## config.mk

```make
export PLATFORM = sky130hd
export DESIGN_NAME = bcn_texture_block_decoder
export DESIGN_NICKNAME = d
export VERILOG_FILES = /design/src/rtl/bcn_pkg.sv /design/src/rtl/bcn_front.sv /design/src/rtl/bcn_fifo.sv /design/src/rtl/bcn_back.sv /design/src/rtl/bcn_texture_block_decoder.sv
export VERILOG_INCLUDE_DIRS = /design/src /design/src/rtl
export SDC_FILE = /design/constraint.sdc
export NUM_CORES = 2
export LEC_CHECK = 0
export ABC_AREA = 1
export BUFFER_PORTS_ARGS = -buffer_cell sky130_fd_sc_hd__buf_2
export CAP_MARGIN = 20
export CELL_PAD_IN_SITES_DETAIL_PLACEMENT = 0
export CELL_PAD_IN_SITES_GLOBAL_PLACEMENT = 1
export CORE_ASPECT_RATIO = 0.6
export CORE_MARGIN = 3
export CORE_UTILIZATION = 30
export DETAILED_ROUTE_END_ITERATION = 7
export HOLD_SLACK_MARGIN = 0.1
export PLACE_DENSITY = 0.67
export SLEW_MARGIN = 0
export SYNTH_ARGS = -nofsm -noshare
export SYNTH_HDL_FRONTEND = slang
export SYNTH_SLANG_ARGS = --single-unit
```

## constraint.sdc

```tcl
create_clock -name clk -period 25.5 [get_ports clk]
set_clock_uncertainty 0.2 [all_clocks]
set_input_delay 1.275 -clock clk [delete_from_list [all_inputs] [get_ports clk]]
set_output_delay 1.275 -clock clk [all_outputs]
set_load 0.05 [all_outputs]
```

## src/rtl/bcn_texture_block_decoder_defines.svh

```systemverilog
// Assertion macros for the BCn block decoder.
// Used by the top level; expects clk and rst_n in the enclosing scope.
`ifndef BCN_TEXTURE_BLOCK_DECODER_DEFINES_SVH
`define BCN_TEXTURE_BLOCK_DECODER_DEFINES_SVH

// Same-cycle implication, checked outside reset.
`define BCN_ASSERT_IMPLIES(lbl, ante, cons) \
  lbl: assert property (@(posedge clk) disable iff (!rst_n) (ante) |-> (cons)) \
    else $error("bcn: same-cycle check failed");

// Next-cycle implication, checked outside reset.
`define BCN_ASSERT_NEXT(lbl, ante, cons) \
  lbl: assert property (@(posedge clk) disable iff (!rst_n) (ante) |=> (cons)) \
    else $error("bcn: next-cycle check failed");

`endif

```

## src/rtl/bcn_pkg.sv

```systemverilog
// Shared widths, codes and types for the BCn block decoder.
// No dependencies; used by every RTL module of the block.
package bcn_pkg;

  localparam int WORD_W       = 64;
  localparam int IN_DATA_W    = 2 * WORD_W;
  localparam int CHAN_W       = 8;
  localparam int OUT_FIELDS_W = 4 + 4 * CHAN_W;
  localparam int OUT_DATA_W   = 40;
  localparam int PAD_W        = OUT_DATA_W - OUT_FIELDS_W;
  localparam int NUM_W        = 11;
  localparam int CFG_IDX_W    = 2;
  localparam int CFG_DATA_W   = 3;
  localparam int QUEUE_DEPTH_DEF = 2;

  // format_mode codes
  localparam logic [2:0] FMT_BC1 = 3'd0;
  localparam logic [2:0] FMT_BC2 = 3'd1;
  localparam logic [2:0] FMT_BC3 = 3'd2;
  localparam logic [2:0] FMT_BC4 = 3'd3;
  localparam logic [2:0] FMT_BC5 = 3'd4;

  // register indexes
  localparam logic [CFG_IDX_W-1:0] CFG_FORMAT = 2'd0;
  localparam logic [CFG_IDX_W-1:0] CFG_COLS   = 2'd1;
  localparam logic [CFG_IDX_W-1:0] CFG_ROWS   = 2'd2;

  localparam logic [CFG_DATA_W-1:0] TRIM_MAX = 3'd4;

  // final step applied to a channel numerator
  typedef enum logic [1:0] {
    OP_PASS,
    OP_DIV3,
    OP_DIV5,
    OP_DIV7
  } op_t;

  typedef struct packed {
    op_t              op;
    logic [NUM_W-1:0] num;
  } slot_t;

  // one classified block waiting for the pixel engine
  typedef struct packed {
    logic [WORD_W-1:0] lo;
    logic [WORD_W-1:0] hi;
    logic [2:0]        mode;
    logic [1:0]        col_last;
    logic [1:0]        row_last;
  } entry_t;

  typedef struct packed {
    logic full;
    logic empty;
  } q_stat_t;

endpackage

```

## src/rtl/bcn_front.sv

```systemverilog
// Front end: configuration registers, trim saturation, block intake.
// Depends on bcn_pkg; feeds bcn_fifo.
module bcn_front (
  input  logic                           clk,
  input  logic                           rst_n,
  input  logic                           cfg_valid,
  output logic                           cfg_ready,
  input  logic [bcn_pkg::CFG_IDX_W-1:0]  cfg_index,
  input  logic [bcn_pkg::CFG_DATA_W-1:0] cfg_data,
  input  logic                           in_tvalid,
  output logic                           in_tready,
  input  logic [bcn_pkg::IN_DATA_W-1:0]  in_tdata,
  input  bcn_pkg::q_stat_t               q_stat,
  output logic                           q_push,
  output bcn_pkg::entry_t                q_entry
);

  logic [2:0] mode_r;
  logic [2:0] cols_r;
  logic [2:0] rows_r;
  logic [2:0] cols_eff;
  logic [2:0] rows_eff;
  logic       drop;

  always_ff @(posedge clk) begin
    if (!rst_n) begin
      mode_r <= bcn_pkg::FMT_BC1;
      cols_r <= bcn_pkg::TRIM_MAX;
      rows_r <= bcn_pkg::TRIM_MAX;
    end else if (cfg_valid) begin
      case (cfg_index)
        bcn_pkg::CFG_FORMAT: mode_r <= cfg_data;
        bcn_pkg::CFG_COLS:   cols_r <= cfg_data;
        bcn_pkg::CFG_ROWS:   rows_r <= cfg_data;
        default: ;
      endcase
    end
  end

  assign cfg_ready = 1'b1;

  // trims above four saturate; a zero trim yields an empty block
  assign cols_eff = (cols_r > bcn_pkg::TRIM_MAX) ? bcn_pkg::TRIM_MAX : cols_r;
  assign rows_eff = (rows_r > bcn_pkg::TRIM_MAX) ? bcn_pkg::TRIM_MAX : rows_r;
  assign drop     = (cols_r == 3'd0) || (rows_r == 3'd0);

  assign in_tready = !q_stat.full;
  assign q_push    = in_tvalid && in_tready && !drop;

  always_comb begin
    q_entry.lo       = in_tdata[bcn_pkg::WORD_W-1:0];
    q_entry.hi       = in_tdata[bcn_pkg::IN_DATA_W-1:bcn_pkg::WORD_W];
    q_entry.mode     = mode_r;
    q_entry.col_last = cols_eff[1:0] - 2'd1;
    q_entry.row_last = rows_eff[1:0] - 2'd1;
  end

endmodule

```

## src/rtl/bcn_fifo.sv

```systemverilog
// Block queue between intake and pixel engine.
// Depends on bcn_pkg for the entry and status types.
module bcn_fifo #(
  parameter int DEPTH = bcn_pkg::QUEUE_DEPTH_DEF
) (
  input  logic             clk,
  input  logic             rst_n,
  input  logic             push,
  input  bcn_pkg::entry_t  push_entry,
  input  logic             pop,
  output bcn_pkg::entry_t  head,
  output bcn_pkg::q_stat_t stat
);

  localparam int PTR_W = (DEPTH > 1) ? $clog2(DEPTH) : 1;
  localparam int CNT_W = $clog2(DEPTH + 1);
  localparam logic [PTR_W-1:0] PTR_LAST = PTR_W'(DEPTH - 1);
  localparam logic [CNT_W-1:0] CNT_FULL = CNT_W'(DEPTH);

  bcn_pkg::entry_t  mem_r [DEPTH];
  logic [PTR_W-1:0] wr_ptr_r, wr_ptr_nxt;
  logic [PTR_W-1:0] rd_ptr_r, rd_ptr_nxt;
  logic [CNT_W-1:0] count_r, count_nxt;

  always_comb begin
    wr_ptr_nxt = wr_ptr_r;
    rd_ptr_nxt = rd_ptr_r;
    count_nxt  = count_r;
    if (push) wr_ptr_nxt = (wr_ptr_r == PTR_LAST) ? '0 : wr_ptr_r + PTR_W'(1);
    if (pop)  rd_ptr_nxt = (rd_ptr_r == PTR_LAST) ? '0 : rd_ptr_r + PTR_W'(1);
    if (push && !pop)      count_nxt = count_r + CNT_W'(1);
    else if (pop && !push) count_nxt = count_r - CNT_W'(1);
  end

  always_ff @(posedge clk) begin
    if (!rst_n) begin
      wr_ptr_r <= '0;
      rd_ptr_r <= '0;
      count_r  <= '0;
    end else begin
      wr_ptr_r <= wr_ptr_nxt;
      rd_ptr_r <= rd_ptr_nxt;
      count_r  <= count_nxt;
    end
  end

  always_ff @(posedge clk) begin
    if (push) mem_r[wr_ptr_r] <= push_entry;
  end

  assign head       = mem_r[rd_ptr_r];
  assign stat.full  = (count_r == CNT_FULL);
  assign stat.empty = (count_r == '0);

endmodule

```

## src/rtl/bcn_back.sv

```systemverilog
// Pixel engine: walks the head block pixel by pixel through two stages.
// Depends on bcn_pkg; reads bcn_fifo, drives the output channel.
module bcn_back (
  input  logic                           clk,
  input  logic                           rst_n,
  input  bcn_pkg::entry_t                head,
  input  bcn_pkg::q_stat_t               q_stat,
  output logic                           q_pop,
  output logic                           out_tvalid,
  input  logic                           out_tready,
  output logic [bcn_pkg::OUT_DATA_W-1:0] out_tdata,
  output logic                           out_tlast
);

  localparam int NUM_W  = bcn_pkg::NUM_W;
  localparam int PROD_W = NUM_W + 12;
  // reciprocals: exact floor division over the numerator ranges used here
  localparam logic [PROD_W-1:0] RECIP3 = PROD_W'(683);   // >> 11
  localparam logic [PROD_W-1:0] RECIP5 = PROD_W'(1639);  // >> 13
  localparam logic [PROD_W-1:0] RECIP7 = PROD_W'(2341);  // >> 14

  function automatic bcn_pkg::slot_t colour_slot(input logic [7:0] e0, input logic [7:0] e1,
                                                 input logic [1:0] idx, input logic four);
    bcn_pkg::slot_t   s;
    logic [NUM_W-1:0] w0;
    logic [NUM_W-1:0] w1;
    w0    = NUM_W'(e0);
    w1    = NUM_W'(e1);
    s.op  = bcn_pkg::OP_PASS;
    s.num = '0;
    unique case (idx)
      2'd0: s.num = w0;
      2'd1: s.num = w1;
      2'd2: begin
        if (four) begin
          s.op  = bcn_pkg::OP_DIV3;
          s.num = (w0 << 1) + w1 + NUM_W'(1);
        end else begin
          s.num = (w0 + w1 + NUM_W'(1)) >> 1;
        end
      end
      2'd3: begin
        if (four) begin
          s.op  = bcn_pkg::OP_DIV3;
          s.num = w0 + (w1 << 1) + NUM_W'(1);
        end
      end
    endcase
    return s;
  endfunction

  function automatic bcn_pkg::slot_t interp_slot(input logic [7:0] a0, input logic [7:0] a1,
                                                 input logic [2:0] k);
    bcn_pkg::slot_t   s;
    logic [NUM_W-1:0] w0;
    logic [NUM_W-1:0] w1;
    logic [NUM_W-1:0] kk;
    w0    = NUM_W'(a0);
    w1    = NUM_W'(a1);
    kk    = NUM_W'(k);
    s.op  = bcn_pkg::OP_PASS;
    s.num = '0;
    if (k == 3'd0) begin
      s.num = w0;
    end else if (k == 3'd1) begin
      s.num = w1;
    end else if (a0 > a1) begin
      s.op  = bcn_pkg::OP_DIV7;
      s.num = (NUM_W'(8) - kk) * w0 + (kk - NUM_W'(1)) * w1;
    end else if (k == 3'd7) begin
      s.num = NUM_W'(255);
    end else if (k != 3'd6) begin
      s.op  = bcn_pkg::OP_DIV5;
      s.num = (NUM_W'(6) - kk) * w0 + (kk - NUM_W'(1)) * w1;
    end
    return s;
  endfunction

  function automatic logic [7:0] resolve(input bcn_pkg::slot_t s);
    logic [PROD_W-1:0] prod;
    logic [7:0]        v;
    prod = '0;
    v    = s.num[7:0];
    unique case (s.op)
      bcn_pkg::OP_PASS: v = s.num[7:0];
      bcn_pkg::OP_DIV3: begin
        prod = PROD_W'(s.num) * RECIP3;
        v    = prod[18:11];
      end
      bcn_pkg::OP_DIV5: begin
        prod = PROD_W'(s.num) * RECIP5;
        v    = prod[20:13];
      end
      bcn_pkg::OP_DIV7: begin
        prod = PROD_W'(s.num) * RECIP7;
        v    = prod[21:14];
      end
    endcase
    return v;
  endfunction

  // ---- stage A: pixel walk and numerator build ----
  logic [1:0] x_r, x_nxt;
  logic [1:0] y_r, y_nxt;
  logic [3:0] p;
  logic       a_fire;
  logic       a_last;
  logic       b_ready;
  logic       c_ready;

  logic [15:0]    c0, c1;
  logic [7:0]     e0 [3];
  logic [7:0]     e1 [3];
  logic [5:0]     cpos;
  logic [5:0]     kpos;
  logic [1:0]     cidx;
  logic [2:0]     k_lo, k_hi;
  logic [3:0]     nib;
  logic           four;
  bcn_pkg::slot_t sa [4];

  assign p      = {y_r, x_r};
  assign a_last = (x_r == head.col_last) && (y_r == head.row_last);
  assign a_fire = !q_stat.empty && b_ready;
  assign q_pop  = a_fire && a_last;

  always_comb begin
    x_nxt = x_r;
    y_nxt = y_r;
    if (a_fire) begin
      if (x_r == head.col_last) begin
        x_nxt = 2'd0;
        y_nxt = (y_r == head.row_last) ? 2'd0 : y_r + 2'd1;
      end else begin
        x_nxt = x_r + 2'd1;
      end
    end
  end

  always_ff @(posedge clk) begin
    if (!rst_n) begin
      x_r <= 2'd0;
      y_r <= 2'd0;
    end else begin
      x_r <= x_nxt;
      y_r <= y_nxt;
    end
  end

  always_comb begin
    c0    = head.lo[15:0];
    c1    = head.lo[31:16];
    e0[0] = {c0[15:11], 3'b000};
    e0[1] = {c0[10:5], 2'b00};
    e0[2] = {c0[4:0], 3'b000};
    e1[0] = {c1[15:11], 3'b000};
    e1[1] = {c1[10:5], 2'b00};
    e1[2] = {c1[4:0], 3'b000};
    cpos  = 6'd32 + {1'b0, p, 1'b0};
    kpos  = 6'd16 + {1'b0, p, 1'b0} + {2'b00, p};
    cidx  = head.lo[cpos +: 2];
    k_lo  = head.lo[kpos +: 3];
    k_hi  = head.hi[kpos +: 3];
    nib   = head.hi[{p, 2'b00} +: 4];
    four  = (c0 > c1) || (head.mode != bcn_pkg::FMT_BC1);

    for (int i = 0; i < 4; i++) begin
      sa[i].op  = bcn_pkg::OP_PASS;
      sa[i].num = '0;
    end

    unique case (head.mode) inside
      bcn_pkg::FMT_BC1, bcn_pkg::FMT_BC2, bcn_pkg::FMT_BC3: begin
        for (int i = 0; i < 3; i++) begin
          sa[i] = colour_slot(e0[i], e1[i], cidx, four);
        end
        if (head.mode == bcn_pkg::FMT_BC2) begin
          sa[3].num = NUM_W'({nib, nib});      // 4-bit alpha times 17
        end else if (head.mode == bcn_pkg::FMT_BC3) begin
          sa[3] = interp_slot(head.hi[7:0], head.hi[15:8], k_hi);
        end
      end
      bcn_pkg::FMT_BC4: begin
        sa[0] = interp_slot(head.lo[7:0], head.lo[15:8], k_lo);
      end
      bcn_pkg::FMT_BC5: begin
        sa[0] = interp_slot(head.hi[7:0], head.hi[15:8], k_hi);
        sa[1] = interp_slot(head.lo[7:0], head.lo[15:8], k_lo);
      end
      default: ;
    endcase
  end

  // ---- stage B: numerators ----
  logic           b_valid_r;
  bcn_pkg::slot_t b_slot_r [4];
  logic [1:0]     b_col_r, b_row_r;
  logic           b_last_r;

  assign b_ready = !b_valid_r || c_ready;

  always_ff @(posedge clk) begin
    if (!rst_n) begin
      b_valid_r <= 1'b0;
    end else if (b_ready) begin
      b_valid_r <= a_fire;
    end
  end

  always_ff @(posedge clk) begin
    if (a_fire) begin
      b_slot_r <= sa;
      b_col_r  <= x_r;
      b_row_r  <= y_r;
      b_last_r <= a_last;
    end
  end

  // ---- stage C: output register ----
  logic       c_valid_r;
  logic [7:0] c_chan_r [4];
  logic [1:0] c_col_r, c_row_r;
  logic       c_last_r;

  assign c_ready = !c_valid_r || out_tready;

  always_ff @(posedge clk) begin
    if (!rst_n) begin
      c_valid_r <= 1'b0;
    end else if (c_ready) begin
      c_valid_r <= b_valid_r;
    end
  end

  always_ff @(posedge clk) begin
    if (c_ready && b_valid_r) begin
      for (int i = 0; i < 4; i++) begin
        c_chan_r[i] <= resolve(b_slot_r[i]);
      end
      c_col_r  <= b_col_r;
      c_row_r  <= b_row_r;
      c_last_r <= b_last_r;
    end
  end

  assign out_tvalid = c_valid_r;
  assign out_tlast  = c_last_r;
  assign out_tdata  = {{bcn_pkg::PAD_W{1'b0}}, c_chan_r[3], c_chan_r[2], c_chan_r[1],
                       c_chan_r[0], c_row_r, c_col_r};

endmodule

```

## src/rtl/bcn_texture_block_decoder.sv

```systemverilog
// Top level of the BCn (BC1..BC5) texture block decoder.
// Depends on bcn_pkg, bcn_front, bcn_fifo, bcn_back and the defines header.
//
// Usage:
//   in_*   : one transaction per compressed 4x4 block. in_tdata[63:0] holds block
//            bytes 0..7, in_tdata[127:64] bytes 8..15, little-endian.
//   out_*  : one transaction per decoded pixel, row order, out_tlast on the
//            final pixel of the block.
//   cfg_*  : register writes (0 format_mode, 1 block_cols, 2 block_rows), always
//            ready; write only while no block is in flight.
// Path: a block is written into the block queue; each pixel then passes the stage B
//   and stage C registers of the pixel engine before it appears on out_*.
// Throughput: one pixel per cycle while out_tready stays high, set by the single
//   per-pixel datapath of the pixel engine; a block yields block_cols*block_rows
//   pixels (16 for a full block). Blocks follow each other with no bubble.
// A zero trim accepts the block and emits nothing.
// Reset: format BC1, 4x4 trim, queue and pixel pipeline emptied.
// Stall: when out_tready is low the output holds; the engine keeps its place,
//   the block queue (QUEUE_DEPTH blocks) fills and then in_tready drops.
`include "bcn_texture_block_decoder_defines.svh"

module bcn_texture_block_decoder #(
  parameter int QUEUE_DEPTH = bcn_pkg::QUEUE_DEPTH_DEF
) (
  input  logic                           clk,
  input  logic                           rst_n,
  // configuration write channel
  input  logic                           cfg_valid,
  output logic                           cfg_ready,
  input  logic [bcn_pkg::CFG_IDX_W-1:0]  cfg_index,
  input  logic [bcn_pkg::CFG_DATA_W-1:0] cfg_data,
  // block input
  input  logic                           in_tvalid,
  output logic                           in_tready,
  input  logic [bcn_pkg::IN_DATA_W-1:0]  in_tdata,  // block_low_word, block_high_word
  // pixel output
  output logic                           out_tvalid,
  input  logic                           out_tready,
  // pixel_col, pixel_row, chan_zero, chan_one, chan_two, chan_three, 4 zero bits
  output logic [bcn_pkg::OUT_DATA_W-1:0] out_tdata,
  output logic                           out_tlast  // last_pixel
);

  bcn_pkg::q_stat_t q_stat;
  bcn_pkg::entry_t  q_entry;
  bcn_pkg::entry_t  q_head;
  logic             q_push;
  logic             q_pop;

  // intake: registers, trim, classification
  bcn_front u_front (
    .clk       (clk),
    .rst_n     (rst_n),
    .cfg_valid (cfg_valid),
    .cfg_ready (cfg_ready),
    .cfg_index (cfg_index),
    .cfg_data  (cfg_data),
    .in_tvalid (in_tvalid),
    .in_tready (in_tready),
    .in_tdata  (in_tdata),
    .q_stat    (q_stat),
    .q_push    (q_push),
    .q_entry   (q_entry)
  );

  // decouples intake from pixel emission
  bcn_fifo #(
    .DEPTH (QUEUE_DEPTH)
  ) u_fifo (
    .clk        (clk),
    .rst_n      (rst_n),
    .push       (q_push),
    .push_entry (q_entry),
    .pop        (q_pop),
    .head       (q_head),
    .stat       (q_stat)
  );

  // pixel engine; pops a block once its last pixel is issued
  bcn_back u_back (
    .clk        (clk),
    .rst_n      (rst_n),
    .head       (q_head),
    .q_stat     (q_stat),
    .q_pop      (q_pop),
    .out_tvalid (out_tvalid),
    .out_tready (out_tready),
    .out_tdata  (out_tdata),
    .out_tlast  (out_tlast)
  );

  // engine never pops an empty queue, intake never pushes a full one
  `BCN_ASSERT_IMPLIES(a_pop_nonempty, q_pop, !q_stat.empty)
  `BCN_ASSERT_IMPLIES(a_push_room, q_push, !q_stat.full)
  // inside a block the next pixel is always already staged behind the output
  `BCN_ASSERT_NEXT(a_block_gapless, out_tvalid && out_tready && !out_tlast, out_tvalid)

endmodule

```

==> results.tsv <==
stage	metric	value	unit
timing	max_slew headroom	0.2495	
grt	Total GRT Usage	0.1858	
flow_run	maxcap violations	0	
timing	final hold vios	0	
drt	Routed WL per cell	19.20	microns
placement	placer congestion estimate	0.8961	
synth	register area share after synthesis	0.2346	
synth	Post-synth EDFFs	361	
synth	syn avg cell area	8.496	sq um
placement	Buffers on Ports	176	
clock_network	H-Tree Depth	2	
setup_path	crit path DAT	13160	ps
finish	synth-to-layout area growth	9.439	%
timing	final setup fails	0	
clock_network	CTS root buf	clkbuf_16	
die	die span in y	315.6	microns
finish	NumNets Final	7140	
finish	Fillers	16540	
synth	ys async rst share	0	
synth	synthesized flop and latch total	381	
finish	layout cell share with drive strength beyond 1	0.06162	
die	Core Region	0.1571	sq mm
timing	Setup TNS	0	ps
timing	fmax	76.96	MHz
drt	DRC Markers	0	
synth	Post-Syn Area	0.04792	sq mm
synth	dominant synthesized flop cell	edfxtp_1	
setup_path	most used cell, CP	inv_1	
die	Boundary Pins	182	
drt	DRT Wirelength	152.1	mm
setup_path	Critical Path Start Type	flip-flop	
hold_path	Hold WC Path Type	reg2reg	
die	Die Wd	522.0	microns
synth	leading cell types by count after synthesis	1,128 x inv_1, 1,118 x nand2_1, 805 x ha_1, 493 x nand3_1, 419 x fa_1	
drt	drt via density	4.813	
setup_path	Crit Path Max Fanout	55	
synth	Synth top area share	0.2262	
clock_network	CTS tree	yes	
status	status	finished, final reports clean	
drt	ANT nets after route	0	
synth	Yosys warning total	0	
synth	post-synth cell types	55	
die	Die ar.	0.1647	sq mm
clock_network	post-CTS setup buffers	0	
grt	grt total ovfl	0	
timing	worst slew pin tran	1125	ps
clock_network	worst-case clock buffer depth	3	
setup_path	critical path capture point type	flip-flop	
grt	antenna violations before repair	9	
synth	leading area contributor after synthesis	edfxtp_1	
die	std cell rows	112	
synth	Syn Inst Count	5640	
drt	Pre-antenna DRT Iters	6	
grt	global-route wire length before repair	234.6	mm
timing	Pins Over Slew Limit	0	
clock_network	Resized Gates After CTS	0	
clock_network	CTS Sinks	381	
setup_path	Critical Path Max Stage Delay	860	ps
placement	dpl hpwl	123.0	mm
timing	crit share post-route	0.5096	
synth	largest cells by area after synthesis	edfxtp_1 23%, ha_1 21%, fa_1 18%, inv_1 8.8%, nand2_1 8.8%	
timing	Tmin final	12990	ps
drt	initial DRC count	3476	
grt	number of global-route vias before repair	38230	
setup_path	CP Class	reg2reg	
hold_path	hold path cells	0	
setup_path	R2R cell count	47	
setup_path	worst-path cell with the longest stage delay	ha_1	
drt	DR vias	38130	
timing	unrepaired setup endpoints after global routing	no	
clock_network	cts hold-fix bufs	0	
synth	top-count cell post-synth	inv_1	
clock_network	clk_lat worst skew	640	ps
clock_network	Worst-path clk slew	70	ps
die	initial core utilization	0.3050	
setup_path	WP data required	25660	ps
clock_network	CTS buffer count	41	
grt	largest net degree at the start of global routing	83	
-- placed cells by master, fill, tap and decap left out, types with 10 or more instances in the layout --
master     Yosys  routed
nor2_1       273     268
buf_2         39     176
a21oi_1      262     261
and2_1        10      10
or2_2         21      21
nand2_1     1118    1118
a21o_1        12      12
o211ai_1      34      34
ha_1         805     805
a31oi_1       14      14
nand4_1       29      29
o2111ai_1     22      22
o21ai_1       25      25
nand3b_1      11      11
clkinv_1       8      13
o22ai_1       10      10
fa_1         419     418
inv_2         14      14
o21ai_0      163     163
clkbuf_16      0      41
inv_1       1128    1126
buf_4         26      45
xor2_1        83      83
nand2_2       14      14
nor3_1        21      21
nand3_1      493     493
dfxtp_1       20      18
edfxtp_1     361     361
xnor2_1       56      56
o221ai_1      13      13
o21bai_1      13      13
-- through the flow --
| stage | utilization | setup slack [ps] | cell area, sq um | instances | hold WS [ps] |
|---|---|---|---|---|---|
| detailed placement | 0.3253 | 12770 | 51100 | 7843 | 212.7 |
| CTS | 0.3337 | 12710 | 52430 | 7918 | 223.3 |
| global placement | 0.3253 | 12950 | 51100 | 7843 | 213.0 |
| floorplan | - | 15090 | 47950 | 5647 | 200.3 |
| global route | 0.3338 | 11740 | 52440 | 7920 | 229.6 |
| finish | 0.3338 | 12510 | 52440 | 7921 | 231.8 |
-- worst max-delay path: cells and delay by family (launching register included) --
| family | cells | cell delay, ps |
|---|---|---|
| xor gates and xnor gates | 1 | 190 |
| and+or+nand+nor | 16 | 2690 |
| adders and majority gates | 12 | 6100 |
| buffers and inverters | 16 | 2460 |
| DFF | 1 | 790 |
| AOI/OAI and AO/OA | 2 | 240 |
-- registers in the layout, summed over array words and instances, names as in the netlist, named ones only --
name and flops:
u_fifo.mem_r 270, u_front.rows_r 3, u_back.b_valid_r 1, u_back.c_col_r 2
u_fifo.wr_ptr_r 1, u_fifo.rd_ptr_r 1, u_front.mode_r 3, u_back.b_row_r 2
u_back.b_col_r 2, u_back.b_last_r 1, u_back.c_chan_r 32, u_fifo.count_r 2
u_back.c_row_r 2, u_back.b_slot_r 49, u_back.x_r 2, u_back.out_tvalid 1
u_back.y_r 2, u_back.out_tlast 1, u_front.cols_r 3
-- final timing paths --
path | slack (ps) | start | endpoint
setup / recovery | 12510 | u_back.x_r[0] | u_back.b_slot_r[36]
hold / removal | 230 | u_back.b_row_r[0] | u_back.c_row_r[0]
setup reg to reg | 12510 | u_back.x_r[0] | u_back.b_slot_r[36]
hold reg to reg | 230 | u_back.b_row_r[0] | u_back.c_row_r[0]
-- final cells by class --
type,count,area (sq um),share of cell area
inverters,1150,4320,0.08238
clock buffers,50,1060,0.02021
clock inverters,25,262.8,0.005010
diodes,2,5.005,0.00009543
repair buffers,222,1230,0.02345
flip-flops and latches,381,11250,0.2145
well taps,2109,2639,0.05032
multi-input cells,3982,31680,0.6040
-- per-layer routing --
| layer | global-route usage | up-vias | wire length, microns |
|---|---|---|---|
| met5 | 0 | - | 13 |
| met4 | 0.03009 | 2 | 2510 |
| met3 | 0.05051 | 129 | 14100 |
| met2 | 0.2545 | 1241 | 57850 |
| met1 | 0.2895 | 18210 | 77590 |
| li1 | - | 18540 | - |
-- kinds of logic after synthesis --
logic type,share of synthesized area
fa+ha+maj,0.3852
buf+inv,0.1057
simple gates,0.1769
flops,0.2346
other cells,0.0001567
xor+xnor,0.02574
compound gates,0.07173
Power is left out: the tool's default activity adds up to more than one toggle a clock period on the data nets, which glitch-free logic cannot reach.
